<file path="src/sv/modbus_rtu_response_sniffer_assert.svh">
// Assertion macros shared by the sniffer RTL.
`ifndef MODBUS_RTU_RESPONSE_SNIFFER_ASSERT_SVH
`define MODBUS_RTU_RESPONSE_SNIFFER_ASSERT_SVH

// Same-cycle implication, checked outside reset.
`define MRS_ASSERT_IMP(lbl, clk, rstn, ante, cons) \
    lbl: assert property (@(posedge clk) disable iff (!(rstn)) (ante) |-> (cons)) \
        else $error("mrs assertion failed");

// Next-cycle implication, checked outside reset.
`define MRS_ASSERT_NXT(lbl, clk, rstn, ante, cons) \
    lbl: assert property (@(posedge clk) disable iff (!(rstn)) (ante) |=> (cons)) \
        else $error("mrs assertion failed");

`endif

</file>
<file path="src/sv/mrs_pkg.sv">
// Package: frame constants, status codes and CRC helpers for the Modbus RTU sniffer.
`timescale 1ns / 1ps

package mrs_pkg;

    localparam int unsigned FRAME_BYTES = 39;
    localparam int unsigned KEPT_WORDS  = 9;
    localparam int unsigned WORD_W      = 16;

    localparam logic [5:0]  CRC_SPAN    = 6'd37;
    localparam logic [5:0]  HDR_BYTES   = 6'd3;
    localparam logic [5:0]  LAST_IDX    = 6'(FRAME_BYTES - 1);
    localparam logic [7:0]  HDR_FUNC    = 8'h03;
    localparam logic [7:0]  HDR_COUNT   = 8'h22;
    localparam logic [15:0] CRC_INIT    = 16'hFFFF;
    localparam logic [15:0] CRC_POLY    = 16'hA001;
    localparam logic [7:0]  MAX_ID_RST  = 8'd16;

    typedef enum logic [1:0] {
        ST_OK       = 2'd0,
        ST_CRC_ERR  = 2'd1,
        ST_ID_RANGE = 2'd2
    } t_status;

    typedef logic [WORD_W-1:0] t_word;

    // Modbus CRC-16, one byte, reflected.
    function automatic logic [15:0] crc_byte(input logic [15:0] crc_in, input logic [7:0] b);
        logic [15:0] c;
        c = crc_in ^ {8'h00, b};
        for (int k = 0; k < 8; k++) begin
            if (c[0]) begin
                c = (c >> 1) ^ CRC_POLY;
            end else begin
                c = c >> 1;
            end
        end
        return c;
    endfunction

    // Register word number -> kept slot + 1, zero when the word is dropped.
    function automatic logic [3:0] word_slot(input logic [4:0] w);
        logic [3:0] s;
        case (w)
            5'd0:    s = 4'd1;
            5'd2:    s = 4'd2;
            5'd3:    s = 4'd3;
            5'd4:    s = 4'd4;
            5'd5:    s = 4'd5;
            5'd7:    s = 4'd6;
            5'd8:    s = 4'd7;
            5'd13:   s = 4'd8;
            5'd14:   s = 4'd9;
            default: s = 4'd0;
        endcase
        return s;
    endfunction

endpackage

</file>
<file path="src/sv/modbus_rtu_response_sniffer.sv">
// Top level: Modbus RTU battery response sniffer with CRC check and register decode.
`timescale 1ns / 1ps
`include "modbus_rtu_response_sniffer_assert.svh"

// Takes one bus byte per clock on the slave stream and hunts for a read response
// header (nonzero slave id, 0x03, 0x22). The 39-byte frame is then collected, the
// Modbus CRC-16 runs over the first 37 bytes one byte per cycle, and on the last
// byte one result transfer is registered and offered on the master stream the
// next cycle. The single CRC byte update (eight shift/xor steps) sets the timing
// path for each byte. The input stalls only while a result waits in
// the output register and the sink holds tready low. A result whose CRC fails
// (status 1) or whose slave id is zero or above the highest accepted slave address
// (status 2) carries the slave id and all register fields zero. Writing i_cfg_we
// loads the highest accepted slave address; do so only while no frame is in progress.
module modbus_rtu_response_sniffer (
    input  logic         i_clk,
    input  logic         i_rst_n,
    input  logic         i_cfg_we,
    input  logic [7:0]   i_cfg_wdata,     // highest accepted slave address
    input  logic         i_s_tvalid,
    output logic         o_s_tready,
    input  logic [7:0]   i_s_tdata,       // [7:0] rx_byte
    output logic         o_m_tvalid,
    input  logic         i_m_tready,
    // [1:0] status, [9:2] slave_addr, [25:10] charge_cycles, [41:26] state_of_charge,
    // [57:42] pack_voltage, [73:58] pack_current, [89:74] temperature,
    // [105:90] charge_current_limit, [121:106] discharge_current_limit,
    // [137:122] state_of_health, [153:138] charge_voltage_limit, [159:154] zero
    output logic [159:0] o_m_tdata
);

    logic [7:0]  r_max_id;
    logic        r_collecting, n_collecting;
    logic [15:0] r_hist, n_hist;
    logic [5:0]  r_idx, n_idx;
    logic [15:0] r_crc, n_crc;
    logic [15:0] r_crc1, n_crc1;   // CRC of the newest history byte alone
    logic [15:0] r_crc2, n_crc2;   // CRC of both history bytes
    logic [7:0]  r_slave, n_slave;
    logic [7:0]  r_hold, n_hold;
    logic [7:0]  r_crc_lo, n_crc_lo;
    logic        r_out_valid, n_out_valid;

    mrs_pkg::t_word   r_words [mrs_pkg::KEPT_WORDS];
    mrs_pkg::t_word   r_out_words [mrs_pkg::KEPT_WORDS];
    mrs_pkg::t_status r_status, n_status;
    logic [7:0]       r_out_slave;

    logic        in_xfer;
    logic        emit;
    logic        word_we;
    logic [3:0]  word_sel;
    logic [4:0]  word_num;
    logic [3:0]  slot1;
    logic [15:0] rx_crc;

    assign o_s_tready = !r_out_valid || i_m_tready;
    assign in_xfer    = i_s_tvalid && o_s_tready;
    assign o_m_tvalid = r_out_valid;

    assign word_num = 5'(r_idx[5:1] - 5'd2);
    assign slot1    = mrs_pkg::word_slot(word_num);
    assign word_sel = 4'(slot1 - 4'd1);
    assign rx_crc   = {i_s_tdata, r_crc_lo};

    always_comb begin
        n_collecting = r_collecting;
        n_hist       = r_hist;
        n_idx        = r_idx;
        n_crc        = r_crc;
        n_crc1       = r_crc1;
        n_crc2       = r_crc2;
        n_slave      = r_slave;
        n_hold       = r_hold;
        n_crc_lo     = r_crc_lo;
        n_status     = mrs_pkg::ST_OK;
        word_we      = 1'b0;
        emit         = 1'b0;
        n_out_valid  = r_out_valid && !i_m_tready;

        if (in_xfer) begin
            if (!r_collecting) begin
                n_crc1 = mrs_pkg::crc_byte(mrs_pkg::CRC_INIT, i_s_tdata);
                n_crc2 = mrs_pkg::crc_byte(r_crc1, i_s_tdata);
                if (r_hist[15:8] != 8'd0 && r_hist[7:0] == mrs_pkg::HDR_FUNC &&
                    i_s_tdata == mrs_pkg::HDR_COUNT) begin
                    n_crc        = mrs_pkg::crc_byte(r_crc2, i_s_tdata);
                    n_slave      = r_hist[15:8];
                    n_idx        = mrs_pkg::HDR_BYTES;
                    n_collecting = 1'b1;
                end else begin
                    n_hist = {r_hist[7:0], i_s_tdata};
                end
            end else if (r_idx < mrs_pkg::CRC_SPAN) begin
                n_crc = mrs_pkg::crc_byte(r_crc, i_s_tdata);
                if (r_idx[0]) begin
                    n_hold = i_s_tdata;     // high byte of a register word
                end else begin
                    word_we = (slot1 != 4'd0);
                end
                n_idx = 6'(r_idx + 6'd1);
            end else if (r_idx == mrs_pkg::CRC_SPAN) begin
                n_crc_lo = i_s_tdata;
                n_idx    = 6'(r_idx + 6'd1);
            end else begin
                if (rx_crc != r_crc) begin
                    n_status = mrs_pkg::ST_CRC_ERR;
                end else if (r_slave == 8'd0 || r_slave > r_max_id) begin
                    n_status = mrs_pkg::ST_ID_RANGE;
                end else begin
                    n_status = mrs_pkg::ST_OK;
                end
                emit         = 1'b1;
                n_out_valid  = 1'b1;
                n_collecting = 1'b0;
                n_hist       = 16'd0;
                n_idx        = 6'd0;
                n_crc        = mrs_pkg::CRC_INIT;
                n_crc1       = mrs_pkg::CRC_INIT;
                n_crc2       = mrs_pkg::CRC_INIT;
            end
        end
    end

    always_ff @(posedge i_clk) begin
        if (!i_rst_n) begin
            r_max_id     <= mrs_pkg::MAX_ID_RST;
            r_collecting <= 1'b0;
            r_hist       <= 16'd0;
            r_idx        <= 6'd0;
            r_crc        <= mrs_pkg::CRC_INIT;
            r_crc1       <= mrs_pkg::CRC_INIT;
            r_crc2       <= mrs_pkg::CRC_INIT;
            r_slave      <= 8'd0;
            r_hold       <= 8'd0;
            r_crc_lo     <= 8'd0;
            r_out_valid  <= 1'b0;
        end else begin
            if (i_cfg_we) begin
                r_max_id <= i_cfg_wdata;
            end
            r_collecting <= n_collecting;
            r_hist       <= n_hist;
            r_idx        <= n_idx;
            r_crc        <= n_crc;
            r_crc1       <= n_crc1;
            r_crc2       <= n_crc2;
            r_slave      <= n_slave;
            r_hold       <= n_hold;
            r_crc_lo     <= n_crc_lo;
            r_out_valid  <= n_out_valid;
        end
    end

    // Payload storage, no reset needed.
    always_ff @(posedge i_clk) begin
        if (word_we) begin
            r_words[word_sel] <= {r_hold, i_s_tdata};
        end
        if (emit) begin
            r_status    <= n_status;
            r_out_slave <= r_slave;
            for (int j = 0; j < mrs_pkg::KEPT_WORDS; j++) begin
                r_out_words[j] <= (n_status == mrs_pkg::ST_OK) ? r_words[j] : '0;
            end
        end
    end

    assign o_m_tdata = {6'd0,
                        r_out_words[8], r_out_words[7], r_out_words[6],
                        r_out_words[5], r_out_words[4], r_out_words[3],
                        r_out_words[2], r_out_words[1], r_out_words[0],
                        r_out_slave, r_status};

    `MRS_ASSERT_IMP(a_hunt_idx_zero, i_clk, i_rst_n, !r_collecting, r_idx == 6'd0)
    `MRS_ASSERT_IMP(a_idx_in_frame, i_clk, i_rst_n, r_collecting,
        (r_idx >= mrs_pkg::HDR_BYTES) && (r_idx <= mrs_pkg::LAST_IDX))
    `MRS_ASSERT_NXT(a_last_byte_emits, i_clk, i_rst_n,
        in_xfer && r_collecting && r_idx == mrs_pkg::LAST_IDX, r_out_valid && !r_collecting)
    `MRS_ASSERT_IMP(a_bad_frame_zeroed, i_clk, i_rst_n,
        r_out_valid && r_status != mrs_pkg::ST_OK, o_m_tdata[159:10] == '0)

endmodule
</file>
<file path="config.mk">
export PLATFORM = sky130hd
export DESIGN_NAME = modbus_rtu_response_sniffer
export DESIGN_NICKNAME = d
export VERILOG_FILES = /design/src/sv/mrs_pkg.sv /design/src/sv/modbus_rtu_response_sniffer.sv
export VERILOG_INCLUDE_DIRS = /design/src /design/src/sv
export SDC_FILE = /design/constraint.sdc
export NUM_CORES = 1
export LEC_CHECK = 0
export BUFFER_PORTS_ARGS = -buffer_cell sky130_fd_sc_hd__buf_2
export CAP_MARGIN = 10
export CORE_ASPECT_RATIO = 0.6
export CORE_UTILIZATION = 30
export DETAILED_ROUTE_END_ITERATION = 6
export GPL_TIMING_DRIVEN = 0
export SLEW_MARGIN = 40
export SYNTH_ARGS = -nofsm -noshare
export SYNTH_HDL_FRONTEND = slang
export SYNTH_SLANG_ARGS = --single-unit
export TNS_END_PERCENT = 100
</file>
<file path="constraint.sdc">
create_clock -name i_clk -period 5.2 [get_ports i_clk]
set_input_delay 0.26 -clock i_clk [delete_from_list [all_inputs] [get_ports i_clk]]
set_output_delay 0.26 -clock i_clk [all_outputs]
set_load 0.01 [all_outputs]
</file>
== Word-level counts from Yosys, hierarchy flattened ==
Memory sizes are Yosys's and may differ from the RTL's.
Cells that the tools add are included.
Storage, ports and cells
  register bits after elaboration: 114
  bits in latches: 0
  bits in writable memories: 288
  bits in read-only memories: 64
  bits of input ports: 21
  output and inout bits: 162
  word-level logic and storage cells: 240
  memories: 3
Operators by class
  $add $sub $neg: 3
  multipliers: 0
  div/mod/pow operators: 0
  $lt $le $gt $ge: 2
  equality and inequality tests: 8
  shift-type cells: 0
  multiplexer cells: 153
  bitwise gates (word level): 38
  reduce and logical (&&, ||, !) cells: 20
Memory list
  r_out_words: words 9, bits a word 16, read ports 9, clocked after memory_dff 0, wr ports 9, RTL line modbus_rtu_response_sniffer.sv:45  | mrs_pkg::t_word r_out_words [mrs_pkg::KEPT_WORDS];
  r_words: words 9, bits a word 16, read ports 9, clocked after memory_dff 0, wr ports 1, RTL line modbus_rtu_response_sniffer.sv:44  | mrs_pkg::t_word r_words [mrs_pkg::KEPT_WORDS];
  (name not given): words 16, bits a word 4, read ports 1, clocked after memory_dff 0, wr ports 0, RTL line mrs_pkg.sv:44  | case (w)
Operator list (number)
  $mux 16: 122
  $not 2->3: 32
  $xor 16x8->16: 3
  $mux 6: 4
  $mux 1: 20
  $ne 16x16->1: 1
  $not 8->16: 1
  $mux 2: 6
  $reduce_and 4->1: 3
  $reduce_and 3->1: 3
  $eq 8x2->1 const B: 1
  $eq 8x6->1 const B: 1
  $gt 8x8->1: 1
  $logic_not 8->1: 1
  $reduce_bool 8->1: 1
  $add 6x1->6 const B: 1
  $eq 6x6->1 const B: 1
  $lt 6x6->1 const B: 1
  $ne 2x2->1 const B: 3
  $sub 5x2->5 const B: 1
  $logic_and 1x1->1: 4
  $mux 4: 1
  $reduce_bool 4->1: 1
  $sub 4x1->4 const B: 1
  7 further kinds: 10

== Logic depth before layout (Yosys ltp) ==
Gate-level depths: netlist of run 1.
  depth in word-level cells: 40
  depth in mapped cells: 11
  depth with buffers taken out: 9

== Worst setup path before layout of run 1 ==
Ideal clock, no wire load.
  path type: register to register
  from: reg r_idx[1]
  to: reg r_out_slave[0] (enable)
  library setup time: 0.507 ns
  data arrival time: 4.352 ns
  data required time: 4.693 ns
  slack: 0.341 ns
  stages on the path, launching flop included: 7
  path buffers: 0
  clock period less this slack: 4.859 ns
  path through: dfxtp_1 inv_1 ha_1 nor2b_1 o31ai_1 or3_4 inv_1
Between the ends
  longest elaborated chain between the ends: 5
  elaborated cells between the ends (all ways): 6
Ends and longest elaborated chain
  start: declaration: RTL line modbus_rtu_response_sniffer.sv:35  | logic [5:0] r_idx, n_idx;
  start signal: assignment: RTL line modbus_rtu_response_sniffer.sv:144  | r_idx <= n_idx;
  parallel branches: the longest is 2 deep, another holds $lt 6x6->1
  $mux 1 *: RTL line modbus_rtu_response_sniffer.sv:94  | end else if (r_idx < mrs_pkg::CRC_SPAN) begin
  $mux 1 *: RTL line modbus_rtu_response_sniffer.sv:82  | if (!r_collecting) begin
  $mux 1 *: RTL line modbus_rtu_response_sniffer.sv:81  | if (in_xfer) begin
  via emit: RTL line modbus_rtu_response_sniffer.sv:50  | logic emit;
  end signal: assignment: RTL line modbus_rtu_response_sniffer.sv:162  | r_out_slave <= r_slave;
  end: declaration: RTL line modbus_rtu_response_sniffer.sv:47  | logic [7:0] r_out_slave;
Mark *: on every way through the listed nets, which the timed path passes.
A chain may end at the register's enable or synchronous reset.

== Final worst setup path of run 1 ==
  from: reg r_idx[3]
  to: mem r_words[4][0] in the netlist's numbering (enable)
Between the ends
  longest elaborated chain between the ends: 10
  elaborated cells between the ends (all ways): 12
Ends and longest elaborated chain
  $sub 5x2->5: RTL line modbus_rtu_response_sniffer.sv:61  | assign word_num = 5'(r_idx[5:1] - 5'd2);
  $mem_v2 16x4
  $mux 4: RTL line mrs_pkg.sv:44
  $reduce_bool 4->1: RTL line modbus_rtu_response_sniffer.sv:99  | word_we = (slot1 != 4'd0);
  $mux 1: RTL line modbus_rtu_response_sniffer.sv:96  | if (r_idx[0]) begin
  $mux 1: RTL line modbus_rtu_response_sniffer.sv:94
  $mux 1: RTL line modbus_rtu_response_sniffer.sv:82
  $mux 1: RTL line modbus_rtu_response_sniffer.sv:81
  $mux 1: RTL line modbus_rtu_response_sniffer.sv:157  | if (word_we) begin
  $mux 1 (implied by the code): RTL line modbus_rtu_response_sniffer.sv:158  | r_words[word_sel] <= {r_hold, i_s_tdata};
  end: declaration: RTL line modbus_rtu_response_sniffer.sv:44
Several ways; a longest one is shown, not always the timed one.

==> out/qor.txt, run 1 <==
outcome: finished, final reports clean
post-placement cell area: 17,160 µm²
Simple-Gate Fraction of Synth Area: 0.1127
Die Y: 176.6 µm
drt first-iter violations: 824
Slew HR: 0.4408
Starting Density: 0.3063
post-synthesis sequential area ratio: 0.7122
Synth area leaders: edfxtp_1 (59%), dfxtp_1 (12%), nor2b_1 (6.9%)
number of synthesized flops with an enable pin: 298
Critical Path AT: 3740 ps
remaining antenna violation count after routing: 0
Layout area overhead: 21.94%
Clock Latency Late Sink: 550 ps
critical path class: reg -> reg
Final Skew: 23.28 ps
min-delay worst type: in -> reg
M1 WL: 18,410 µm
vias per cell: 4.512
DR top layer: met4
Mapped Area: 15,240 µm²
Post-DP HPWL: 25,940 µm
CTS Buffer Depth: 3
leading area contributor after synthesis: edfxtp_1
register bit count reported by yosys: 393
Num CTS Buffers: 39
PwrDens: 364.3 nW/µm²
grt total ovfl: 0
Buffers & Inverters on Critical Path: 1
Sequential Area: 10,850 µm²
Die ar.: 51,720 µm²
via count: 8,876
Post-Synth Adder-Cell Area: 0.01889
slowest stage delay, CP: 500 ps
CTS Hold Bufs: 8
fin crit share: 0.6857
setup slack after layout: 1634 ps
Final min period: 3566 ps
CP delay by family, top: simple AND/OR/NAND/NOR gates
Synthesis Warnings: 0
Post-Place Setup Slack: 1570 ps
Synth Instances: 1,017
fill cell count: 4,728
Die X: 292.9 µm
global-route usage over all layers: 0.1451
vias in the first global route: 8,337
Post-Syn Area per Cell: 14.98 µm²
count of different cell masters after synthesis: 64
Layout Cell Area excl Fill: 18,580 µm²
I/O pin cnt: 183
Root Driver: clkbuf_16
# H-tree levels: 2
largest family of logic cells by synthesized area: simple AND/OR/NAND/NOR gates
Rows: 63
layout cells sized above 1: 0.2374
Hold Vio Cnt, Final: 0
CTS sink count: 393
gpl congestion: 0.9104
n_diodes: 0
largest net degree at the start of global routing: 79
CTS tree: done
Setup Viol. Count Final: 0
Synth Area in Compound Gates: 0.04730
Resized cells post-CTS: 0
leakage: 0.006440 µW
crit end category: register
mean routed wirelength per cell: 19.41 µm
Post-synth top flop: edfxtp_1
clock-pin slew on the worst setup and hold paths: 70 ps
Critical-path top delay cell: dfxtp_1
Crit path required time: 5370 ps
post-CTS setup buffers: 0
Synth top area share: 0.5873
fmax: 0.2804 GHz
Post-Synth XOR/XNOR Area: 0.06184
IO Port Bufs: 175
DRC violations left: 0
area of the multi-input gates: 4098 µm²
Worst Setup Start Kind: register
TritonRoute pass-1 iters: 6
critical path peak fanout: 16
fin. max-slew vios: 0
overall power: 6768 µW
DR WL met2: 15,870 µm
Worst Max-Slew Pin Slew: 837.7 ps
initial antenna violation count: 4
crit path cell chain: inv_1 -> ha_1 -> nor2b_1 -> o31a_1 -> nor2_1 -> nand2_1 -> or3_1 -> or2_2 -> nor2_4
Core Util, Final: 0.3735
drt total wl: 38,170 µm
RSZ-0062 raised after global routing: false
core box area: 49,740 µm²
Layout Nets: 1,298
multiplexer share of the synthesized area: 0.02250
FFs w/ async S/R, synth: 0
worst vdd rail ir drop: 0.1679 mV
WL met3: 3213 µm
first-pass GRT wire length: 54,930 µm
Max-Cap Viols: 0
==> registers in the layout, indices dropped and copies added, names as in the netlist, 11 cells and up <==
signal and count:
r_crc 16, r_crc1 11, r_crc2 12, r_hist 16, r_out_words 144, r_words 144
==> cells by family (layout without fill, tap and decap cells) <==
family                   count (synthesis)  count (layout)
flip-flops                             393             393
other                                    1               6
AO/OA/AOI/OAI                           99              99
AND/OR/NAND/NOR                        300             300
adder cells (fa/ha/maj)                 23              23
XOR/XNOR                                91              91
multiplexers                            33              33
buffers and inverters                   77             340
==> Yosys cell counts (2+ instances only) <==
cell,instances
edfxtp_1,298
nor2b_1,169
dfxtp_1,95
xnor2_1,65
nand2_1,47
mux2i_1,32
clkbuf_1,28
nor2_1,25
ha_1,23
inv_1,21
o22ai_1,20
a22o_1,16
o211ai_1,15
o21ai_0,14
xor2_1,14
buf_4,12
buf_2,11
and2b_1,10
o22a_1,9
or3_1,8
nand3_1,7
nor3_1,7
a21oi_1,6
nand4_1,6
nor4_1,5
xnor2_2,4
and3_1,3
buf_6,3
nor4b_1,3
o21a_1,3
o21ai_1,2
xnor3_2,2
xor2_2,2
xor2_4,2
==> final cells by class <==
| class | count | share of cell area |
|---|---|---|
| Buffer | 55 | 0.01556 |
| Clock buffer | 51 | 0.05879 |
| Clock inverter | 21 | 0.01246 |
| Inverter | 22 | 0.004849 |
| Multi-Input combinational cell | 552 | 0.2206 |
| Sequential cell | 393 | 0.5842 |
| Tap cell | 682 | 0.04593 |
| Timing Repair Buffer | 191 | 0.05765 |
==> cell usage in the layout, fill, tap and decap left out, types with 15 or more instances in the layout <==
cell type / instances
edfxtp_1: 298
buf_2: 188
nor2b_1: 169
dfxtp_1: 92
xnor2_1: 65
nand2_1: 47
clkbuf_16: 40
clkbuf_1: 34
mux2i_1: 32
ha_1: 23
inv_1: 20
o22ai_1: 20
nor2_1: 17
a22o_1: 16
buf_4: 15
o211ai_1: 15
==> worst min-delay path, stage by stage <==
cell and delay, ps:
buf_2 70, nand2b_2 120, a21boi_0 90
==> metal layers <==
metal / track usage / vias up
li1: - / 4115
met3: 0.03713 / 54
met1: 0.2200 / 4375
met4: 0.03556 / 0
met5: 0 / -
met2: 0.2034 / 332
==> through the flow <==
step	hold WS (ps)	setup TNS [ps]	instances
floorplan	358.9	0	1022
global placement	464.6	-198640	1879
detailed placement	459.4	0	1887
CTS	20.94	0	1967
global route	39.62	0	1967
finish	49.06	0	1967
==> where the power goes <==
group,internal [µW],leakage (µW),total (µW),switching [µW]
Clock,1650,0.000636,2900,1240
Combinational,203,0.00251,462,259
Sequential,3370,0.00329,3410,36.0
==> final timing paths <==
check	startpoint	endpoint	slack [ps]	cells after the start
max	r_idx[3]	r_words[4][0]	1630	9
max reg2reg	r_idx[3]	r_words[4][0]	1630	9
min reg2reg	r_crc2[13]	r_crc2[13]	470	2
min	i_m_tready	o_m_tvalid	50	3
Power figures use the tool's default switching activity.
==> inputs of run 2 (changes only) <==
--- a/config.mk
+++ b/config.mk
@@ -6,6 +6,7 @@
 export SDC_FILE = /design/constraint.sdc
 export NUM_CORES = 1
 export LEC_CHECK = 0
+export ABC_AREA = 1
 export BUFFER_PORTS_ARGS = -buffer_cell sky130_fd_sc_hd__buf_2
 export CAP_MARGIN = 10
 export CORE_ASPECT_RATIO = 0.6
==> constraint.sdc (replaced) <==
create_clock -name i_clk -period 3.4 [get_ports i_clk]
set_input_delay 0.17 -clock i_clk [delete_from_list [all_inputs] [get_ports i_clk]]
set_output_delay 0.17 -clock i_clk [all_outputs]
set_load 0.01 [all_outputs]
==> run 2 against run 1 <==
Compared with the run above: final cell count up 19%; clock power up 64%; largest power group unchanged; highest routed layer unchanged; critical path type unchanged; critical endpoint is now r_words[2][4]; sequential share of layout area down 2.2 points.
==> out/qor.txt, run 2 <==
post-placement cell area: 17,590 µm²
fin crit share: 0.9315
Top Registers: r_out_words x144, r_words x144
DRC violations left: 0
grt total ovfl: 0
Die X: 295.1 µm
most common cell in the netlist: edfxtp_1
Max-Cap Viols: 0
Slew HR: 0.4615
fin. max-slew vios: 0
Root Driver: clkbuf_16
via count: 10,450
leakage: 0.008080 µW
initial antenna violation count: 5
remaining antenna violation count after routing: 0
Clock Latency Late Sink: 550 ps
fmax: 0.3158 GHz
Buffers & Inverters on Critical Path: 5
n_diodes: 0
setup TNS: 0 ps
Post-synth top flop: edfxtp_1
outcome: finished, final reports clean
IO Port Bufs: 175
clock-pin slew on the worst setup and hold paths: 60 ps
mean routed wirelength per cell: 17.00 µm
Setup Viol. Count Final: 0
Final Skew: 24.02 ps
Rows: 64
overall power: 10,550 µW
Die Y: 177.9 µm
layout cells sized above 1: 0.2118
Synth area leaders: edfxtp_1 (58%), dfxtp_1 (12%), inv_1 (5.5%)
Crit path required time: 3650 ps
Mapped Area: 15,470 µm²
CP delay by family, top: simple AND/OR/NAND/NOR gates
register bit count reported by yosys: 393
Synth top area share: 0.5785
core box area: 50,930 µm²
Final min period: 3167 ps
Critical-path top delay cell: nor3_1
Synthesis Warnings: 0
vias in the first global route: 9,645
PwrDens: 546.6 nW/µm²
first-pass GRT wire length: 57,740 µm
min-delay worst type: in -> reg
Hold Vio Cnt, Final: 0
slowest stage delay, CP: 450 ps
number of synthesized flops with an enable pin: 298
# H-tree levels: 2
gpl congestion: 0.9700
CTS tree: done
CP most frequent cell: inv_1
fill cell count: 4,945
drt total wl: 39,800 µm
Core Util, Final: 0.3789
Starting Density: 0.3037
largest net degree at the start of global routing: 21
Worst Setup Start Kind: register
Num CTS Buffers: 42
Layout area overhead: 24.77%
worst vdd rail ir drop: 0.2882 mV
most common cell after layout, fill and taps aside: edfxtp_1
Layout Nets: 1,661
vias per cell: 4.465
slack of the worst reg-to-reg path: 230 ps
CTS sink count: 393
Layout Cell Area excl Fill: 19,300 µm²
TritonRoute pass-1 iters: 5
count of different cell masters after synthesis: 46
FFs w/ async S/R, synth: 0
CTS Buffer Depth: 3
crit path cell chain: inv_1 -> ha_1 -> inv_1 -> nand2_1 -> o21ai_2 -> inv_1 -> nand2_1 -> nor3_1 -> nand2_2 -> nor3_2 -> buf_4 -> buf_4
most instantiated cells after synthesis: edfxtp_1 (298), inv_1 (228), nor2_1 (188), nand2_1 (157), dfxtp_1 (95)
Post-Syn Area per Cell: 11.48 µm²
critical path class: reg -> reg
Post-DP HPWL: 27,660 µm
Synth Instances: 1,347
post-synthesis sequential area ratio: 0.7015
Critical Path AT: 3420 ps
Die ar.: 52,500 µm²
Worst Max-Slew Pin Slew: 806.6 ps
critical path peak fanout: 8
drt first-iter violations: 1,004
leading area contributor after synthesis: edfxtp_1
global-route usage over all layers: 0.1483
most frequent cells in the layout: edfxtp_1 (298), inv_1 (226), buf_2 (201)
crit end category: register
I/O pin cnt: 183
## run 2: layout make-up
type | count | area [µm²] | share of cell area
inverter | 240 | 904.6 | 0.04688
clock buffer | 52 | 1120 | 0.05803
buffer | 50 | 299.0 | 0.01550
sequential | 393 | 10860 | 0.5626
timing repair buffer | 221 | 1371 | 0.07106
multi-input combinational | 669 | 3553 | 0.1841
tap | 693 | 867.1 | 0.04493
clock inverter | 23 | 325.3 | 0.01686
## run 2: metal layers
| layer | vias up | track usage | routed length (µm) |
|---|---|---|---|
| li1 | 4990 | - | - |
| met1 | 5027 | 0.2175 | 18700 |
| met2 | 378 | 0.2234 | 17270 |
| met3 | 57 | 0.03118 | 3135 |
| met4 | 0 | 0.03260 | 691 |
| met5 | - | 0 | 0 |
## run 2: worst paths after layout
path                    start             to  cells after the start
setup / recovery     r_idx[1]  r_words[2][4]                     12
hold / removal       i_cfg_we    r_max_id[7]                      4
setup reg to reg     r_idx[1]  r_words[2][4]                     12
hold reg to reg   r_max_id[6]    r_max_id[6]                      2
## run 2: through the flow
stage | hold WS [ps] | worst slack (ps) | cells
global route | 73.81 | -5.884 | 2341
finish | 61.13 | 232.9 | 2341
global placement | 399.1 | -2790 | 2220
CTS | 37.06 | 15.64 | 2328
detailed placement | 402.0 | 62.19 | 2241
floorplan | 268.9 | -918.6 | 1352
## run 2: cells by family (layout without fill, tap and decap cells)
family / Yosys count / after routing / synth area share
AOI/OAI and AO/OA: 161 / 161 / 0.06051
xor gates and xnor gates: 47 / 47 / 0.02750
adders and majority gates: 23 / 23 / 0.01861
buffers and inverters: 290 / 586 / 0.07588
DFF: 393 / 393 / 0.7015
other: 1 / 6 / 0.0002424
and+or+nand+nor: 432 / 432 / 0.1158
## run 2: worst min-delay path: cells and delay by family
family,cells,cell delay [ps]
AO/OA/AOI/OAI,2,200
buffers and inverters,2,200
## run 2: what timing repair did
| item | CTS | global route |
|---|---|---|
| buffers inserted | 0 | 14 |
| setup endpoints to repair | 0 | 52 |
| hold buffers | 12 | 0 |
| resized for setup | 0 | 10 |
| hold endpoints to repair | 9 | 0 |
## run 2: report_power, final
part | internal [µW] | switching (µW) | total [µW]
clock network | 2890 | 1890 | 4770
registers | 5160 | 52.5 | 5220
logic | 186 | 373 | 559
==> inputs of run 3 (changes only) <==
--- a/config.mk
+++ b/config.mk
@@ -9,10 +9,14 @@
 export ABC_AREA = 1
 export BUFFER_PORTS_ARGS = -buffer_cell sky130_fd_sc_hd__buf_2
 export CAP_MARGIN = 10
+export CELL_PAD_IN_SITES_DETAIL_PLACEMENT = 1
+export CELL_PAD_IN_SITES_GLOBAL_PLACEMENT = 1
 export CORE_ASPECT_RATIO = 0.6
 export CORE_UTILIZATION = 30
 export DETAILED_ROUTE_END_ITERATION = 6
 export GPL_TIMING_DRIVEN = 0
+export PLACE_DENSITY_LB_ADDON = 0.1
+export SKIP_LAST_GASP = 1
 export SLEW_MARGIN = 40
 export SYNTH_ARGS = -nofsm -noshare
 export SYNTH_HDL_FRONTEND = slang
==> run 3 against run 2 <==
Compared with the run above: first-iteration DRC count is 31% lower; sequential share of layout area is 0.47 points higher; hold slack worse by 32 ps; register-to-register slack better by 40 ps.
==> out/qor.txt, run 3 (synthesis gave the netlist of run 2 again) <==
outcome: finished, final reports clean
vias in the first global route: 10,290
Layout area overhead: 23.71%
placed insts: 2,242
Rows: 64
CTS tree: done
non-filler cells, final: 2,339
slack of the worst reg-to-reg path: 280 ps
Post-Place Setup Slack: 8.930 ps
initial antenna violation count: 5
# H-tree levels: 2
core box area: 50,930 µm²
grt total ovfl: 0
Root Driver: clkbuf_16
first-pass GRT wire length: 66,460 µm
Slew HR: 0.4617
DRC violations left: 0
Sw Ratio: 0.2350
setup slack after layout: 276.9 ps
leakage: 0.008010 µW
CTS sink count: 393
critical path class: reg -> reg
Final min period: 3123 ps
via count: 10,420
Post-DP HPWL: 32,930 µm
fin. max-slew vios: 0
Worst Max-Slew Pin Slew: 807.4 ps
crit end category: register
Crit path required time: 3640 ps
clock-pin slew on the worst setup and hold paths: 60 ps
Layout Nets: 1,656
sequential cell fraction of total power: 0.514
global-route usage over all layers: 0.1732
largest net degree at the start of global routing: 21
Starting Density: 0.3037
TritonRoute pass-1 iters: 4
min-delay worst type: in -> reg
worst-case reg-to-reg path depth: 12
Final Skew: 23.33 ps
FF-to-FF End: r_words[2][9]
remaining antenna violation count after routing: 0
drt total wl: 45,430 µm
Die X: 295.1 µm
Die Y: 177.9 µm
vias per cell: 4.454
Critical Path AT: 3370 ps
drt first-iter violations: 690
Worst Setup Start Kind: register
CTS Buffer Depth: 3
gpl congestion: 0.8670
Core Util, Final: 0.3757
Num CTS Buffers: 41
IO Port Bufs: 175
Setup Viol. Count Final: 0
Clock Latency Late Sink: 550 ps
mean routed wirelength per cell: 19.42 µm
combinational share of power: 0.057
Pint: 7766 µW
Hold Vio Cnt, Final: 0
setup TNS: 0 ps
Die ar.: 52,500 µm²
clock share of power: 0.429
Top Registers: r_out_words x144, r_words x144
Hold Path Stages: 3
most frequent cells in the layout: edfxtp_1 (298), inv_1 (224), buf_2 (200)
most common cell after layout, fill and taps aside: edfxtp_1
Max-Cap Viols: 0
launch point of the worst path: r_idx[1]
switching power: 2386 µW
FF-to-FF Start: r_idx[1]
PwrDens: 530.6 nW/µm²
critical path peak fanout: 7
worst vdd rail ir drop: 0.3593 mV
I/O pin cnt: 183
fin crit share: 0.9186
Critical path destination: r_words[2][9]
fmax: 0.3202 GHz
layout cells sized above 1: 0.2030
## run 3: what timing repair did
item	4_1_cts	5_1_grt
setup endpoints to repair	7	50
endpoints found under the hold margin	9	0
resized for setup	1	11
pin swaps	0	5
hold buffers	12	0
setup buffers	0	9
gates cloned	0	0
## run 3: final cells by class
| cell class | instances | area [µm²] |
|---|---|---|
| Fill cell | 5604 | 31790 |
| Sequential cell | 393 | 10860 |
| Multi-Input combinational cell | 669 | 3576 |
| Timing Repair Buffer | 217 | 1376 |
| Clock buffer | 56 | 1092 |
| Inverter | 240 | 904.6 |
| Tap cell | 693 | 867.1 |
| Buffer | 50 | 299.0 |
| Clock inverter | 20 | 161.4 |
| Antenna cell | 1 | 2.502 |
## run 3: worst min-delay path by stage
stage | start | endpoint | slack (ps)
after global routing | i_s_tdata[3] | r_words[0][3] | 20
final | i_s_tvalid | r_collecting | 30
after floorplan | i_s_tdata[0] | r_words[0][0] | 270
after detailed placement | i_cfg_wdata[4] | r_max_id[4] | 400
after CTS | i_s_tvalid | r_collecting | 20
after global placement | i_cfg_wdata[4] | r_max_id[4] | 400
## run 3: metrics by stage
step / area, µm² / hold WS (ps) / power (µW)
5_1_grt: 19130 / 16.69 / 10560
3_3_place_gp: 17290 / 396.9 / 5873
6_report: 19130 / 29.25 / 10150
3_5_place_dp: 17630 / 403.0 / 5888
2_1_floorplan: 15550 / 268.9 / 5663
4_1_cts: 19010 / 17.43 / 10290
## run 3: metal layers
metal,track usage,up-vias,routed length (µm)
li1,-,4977,-
met3,0.02755,50,2181
met4,0.03217,0,688
met2,0.2475,220,19140
met1,0.2724,5170,23420
met5,0,-,0
## run 3: power groups by stage
stage,combinational (µW),sequential [µW],clock [µW]
after CTS,584,5210,4490
after global routing,649,5220,4690
after floorplan,369,5290,0
after global placement,557,5320,0
after detailed placement,570,5320,0
final,581,5210,4360
## run 3: worst max-delay path, stage by stage, from the launching register on
cell and delay [ps]:
dfxtp_1 350, inv_1 210, ha_1 190, inv_1 40, nand2_1 60, o21ai_2 70
inv_1 180, nand2_1 130, nor3_1 560, nand2_4 240, nor3_4 370, buf_4 240
buf_4 180
